`src/sv/cpt_pkg.sv`:
```
// ----------------------------------------------------------------------------
// cpt_pkg: shared types and constants for candidate proximity thinning
// Operation codes, register indexes, field widths and the request and
// response words exchanged with the distance unit.
// ----------------------------------------------------------------------------
package cpt_pkg;

    localparam int MAX_BUSY_DEF = 256;
    localparam int FRAC_BITS    = 4;

    localparam int COORD_W  = 12;
    localparam int ROOT_W   = 16;
    localparam int LEVEL_W  = 2;
    localparam int OP_W     = 2;
    localparam int DIST_W   = 24;
    localparam int CFG_IDX_W = 2;
    localparam int SHIFT_W  = 4;

    localparam logic [COORD_W-1:0] COORD_MAX     = '1;
    localparam logic [DIST_W-1:0]  MIN_DIST_RST  = DIST_W'(100);

    typedef enum logic [OP_W-1:0] {
        OP_CLEAR = 2'd0,
        OP_ADD   = 2'd1,
        OP_TEST  = 2'd2
    } t_op;

    typedef enum logic [CFG_IDX_W-1:0] {
        CFG_TARGET_LEVEL = 2'd0,
        CFG_MIN_DIST_SQ  = 2'd1
    } t_cfg_idx;

    typedef struct packed {
        logic               valid;
        logic [COORD_W-1:0] busy_x;
        logic [COORD_W-1:0] busy_y;
        logic [COORD_W-1:0] cand_x;
        logic [COORD_W-1:0] cand_y;
    } t_dist_req;

    typedef struct packed {
        logic valid;
        logic near;
    } t_dist_rsp;

endpackage

```
`src/sv/cpt_dist.sv`:
```
// ----------------------------------------------------------------------------
// cpt_dist: pipelined squared-distance compare unit
// Takes one busy position and the candidate per cycle, squares the absolute
// differences in a registered stage and flags a distance below the limit.
// ----------------------------------------------------------------------------
module cpt_dist
    import cpt_pkg::*;
(
    input  logic              i_clk,
    input  logic              i_rst_n,
    input  t_dist_req         i_req,
    input  logic [DIST_W-1:0] i_min_dist_sq,
    output t_dist_rsp         o_rsp
);

    logic [COORD_W-1:0]   w_dx;
    logic [COORD_W-1:0]   w_dy;
    logic [2*COORD_W-1:0] r_sq_x;
    logic [2*COORD_W-1:0] r_sq_y;
    logic                 r_valid;
    logic [2*COORD_W:0]   w_sum;

    assign w_dx = (i_req.busy_x >= i_req.cand_x) ? i_req.busy_x - i_req.cand_x
                                                 : i_req.cand_x - i_req.busy_x;
    assign w_dy = (i_req.busy_y >= i_req.cand_y) ? i_req.busy_y - i_req.cand_y
                                                 : i_req.cand_y - i_req.busy_y;

    always_ff @(posedge i_clk) begin
        if (!i_rst_n) begin
            r_valid <= 1'b0;
        end else begin
            r_valid <= i_req.valid;
        end
        r_sq_x <= (2*COORD_W)'(w_dx) * (2*COORD_W)'(w_dx);
        r_sq_y <= (2*COORD_W)'(w_dy) * (2*COORD_W)'(w_dy);
    end

    assign w_sum       = {1'b0, r_sq_x} + {1'b0, r_sq_y};
    assign o_rsp.valid = r_valid;
    assign o_rsp.near  = w_sum < (2*COORD_W+1)'(i_min_dist_sq);

endmodule

```
`config.mk`:
```
export PLATFORM = sky130hd
export DESIGN_NAME = cpt_dist
export DESIGN_NICKNAME = d
export VERILOG_FILES = /design/src/sv/cpt_pkg.sv /design/src/sv/cpt_dist.sv
export SDC_FILE = /design/constraint.sdc
export NUM_CORES = 1
export LEC_CHECK = 0
export ABC_AREA = 0
export ABC_CLOCK_PERIOD_IN_PS = 21400
export BUFFER_PORTS_ARGS = -buffer_cell sky130_fd_sc_hd__buf_2
export CAP_MARGIN = 30
export CORE_MARGIN = 2
export CORE_UTILIZATION = 54
export DETAILED_ROUTE_END_ITERATION = 8
export GPL_TIMING_DRIVEN = 1
export PLACE_DENSITY = 0.72
export SLEW_MARGIN = 20
export SYNTH_ARGS = -nofsm -noshare
export SYNTH_HDL_FRONTEND = slang
export SYNTH_SLANG_ARGS = --single-unit
```
`constraint.sdc`:
```
create_clock -name i_clk -period 21.4 [get_ports i_clk]
set_input_delay 1.07 -clock i_clk [delete_from_list [all_inputs] [get_ports i_clk]]
set_output_delay 1.07 -clock i_clk [all_outputs]
set_load 0.01 [all_outputs]
```
==> run metrics <==
status completed; Core ar. 22430 um2; top cell type's share of synthesized area 26.86%; dpl hpwl ~21 mm; cells after synthesis roughly 1400; Critical Path End Type flip-flop; CTS root buf clkbuf_16; relative slew slack 35.46%; register area share after synthesis roughly 7.7%; timing-limited maximum frequency 111.3 MHz; Placer Congestion roughly 0.9; post-route setup slack about 12 ns; clock period minus worst slack around 9 ns; largest cells by area after synthesis fa_1 (27%), ha_1 (21%), inv_1 (10%), dfxtp_1 (7.7%), nor2_1 (4.1%); clock tree buffer depth 2; count leader, synth inv_1; fraction of layout cells with a size suffix above 1 a little under a tenth; Detailed Route WL 23.56 mm; Mapped Area ~12000 um2; post-synthesis cell type count 76; post-place instance area about 13000 um2; ANT cells 0; initial antenna violation count 0; Placement Setup Slack 12.31 ns; RSZ-0062 raised after global routing false; Layout Area Growth over Synthesis 6.039%; global-route wire length before repair around 42 mm; hold crit path type input port to flip-flop; Post-Syn Nets ~1900; Setup violations, final 0; total CTS buffers 5; setup_tns 0 ns; Critical Setup Path Class input port to flip-flop; Slew Limit Fails 0; Final Hold Viols 0; number of remaining DRC errors 0; Max Cap Violations 0; vias in the first global route between 9000 and 10000; I/O Pins 77; Tcrit/Tclk final between 40% and 50%; starting density of the core 54.49%; cell taking the most area after synthesis fa_1; CTS tree built; Die Y around 150 um; post-CTS setup buffer count 0; Die Wd between 150 and 200 um; worst slew pin tran ~0.96 ns; clock sink count 47; yosys warns 0; startpoint types input port; Slowest cell on crit path xor2_1; CP required about 22 ns; WL per Instance approximately 13 um; Post-synth EDFFs 0; overall routing resource usage a little over a fifth; syn_area_per_cell roughly 8.4 um2; Post-synth top flop dfxtp_1; H-tree levels 2; grt total ovfl 0; Vias/cell roughly 5.3; Clock Pin Slew Worst Setup and Hold Paths roughly 0.06 ns; TritonRoute pass-1 iters 5; post-synthesis async set-or-reset flop share 0%; DRT iter0 DRCs 570; final antenna-violating net count 0; IO buf count 76; CTS Hold Bufs 0; Top cell by count, worst path inv_1; total die area about 24000 um2; Vias between 9000 and 10000; cts repair resizes 0; design area ~13000 um2; Site Rows between 50 and 60; Final nets around 1900; crit-path max FO 13; hold depth 2; crit path DAT around 9 ns; Yosys reg bits 47; Commonest cells post-synth inv_1 (336), ha_1 (204), fa_1 (164); largest net degree at the start of global routing 16; Critical Path Max Stage Delay about 0.78 ns
-- routing by layer --
| metal | share of wire (%) | GRT usage [%] | vias to the layer above |
|---|---|---|---|
| li1 | - | - | 4699 |
| met1 | 47 | 30.02 | 4581 |
| met2 | 46 | 34.16 | 238 |
| met3 | 6.4 | 3.026 | 23 |
| met4 | 1.2 | 2.998 | 0 |
| met5 | 0 | 0 | - |
-- worst paths after layout --
path / slack [ns] / start / to
worst min-delay path: 0.98 / i_req[48] / r_valid
worst max-delay path: 12.42 / i_req[36] / r_sq_x[23]
-- cell usage in the layout (no fill, tap or decap), drive strengths merged, types with 5 or more instances in the layout --
master,Yosys,layout
nand2,69,69
o31ai,5,5
nor2b,14,14
a211oi,5,5
nor3,14,14
fa,164,164
a21oi,78,78
mux2i,11,11
dfxtp,47,47
a21o,34,34
ha,204,204
or2,21,21
xnor2,56,56
inv,340,340
and2,6,6
nor2,134,134
o211ai,8,8
mux2,5,5
xor2,18,18
clkbuf,17,7
o21a,15,15
nand2b,25,25
nand3b,6,6
buf,18,84
nand3,9,9
nand4,14,14
o21ai,50,50
a41oi,6,6
-- metrics by stage --
step | std cells | hold WS [ns] | utilization [%]
final | 1790 | 0.9822 | 57.78
after global routing | 1790 | 0.9717 | 57.78
after CTS | 1790 | 0.9796 | 57.78
after detailed placement | 1782 | 1.275 | 57.11
after global placement | 1780 | 1.275 | 57.04
after floorplan | 1448 | 1.192 | -
-- cell families (layout without fill, tap and decap cells) --
logic type / Yosys count / after routing / synth area share, %
AO/OA/AOI/OAI: 237 / 237 / 12.51
adder cells (fa/ha/maj): 368 / 368 / 47.74
buffers and inverters: 375 / 432 / 12.16
multiplexers: 16 / 16 / 1.361
flip-flops: 47 / 47 / 7.697
XOR/XNOR: 74 / 74 / 5.609
AND/OR/NAND/NOR: 331 / 331 / 12.93
-- sequential cells by signal, summed over array words and instances, names as in the netlist --
register,cells
r_sq_x,23
r_valid,1
r_sq_y,23
-- cell type report --
cell class,count,area (um2)
multi-input combinational,1026,9797
fill,2091,9472
inverter,340,1276
sequential,47,940.9
timing repair buffer,84,440.4
tap,285,356.6
clock buffer,7,142.6
clock inverter,1,8.758
-- worst max-delay path: cells and delay by family --
kind / cells / cell delay [ns]
muxes: 1 / 0.31
and+or+nand+nor: 4 / 0.59
AOI/OAI and AO/OA: 10 / 2.66
buffers and inverters: 9 / 0.78
xor gates and xnor gates: 2 / 0.87
adders and majority gates: 8 / 2.85
Power is left out: the tool's default activity adds up to more than one toggle a clock period on the data nets, which glitch-free logic cannot reach.
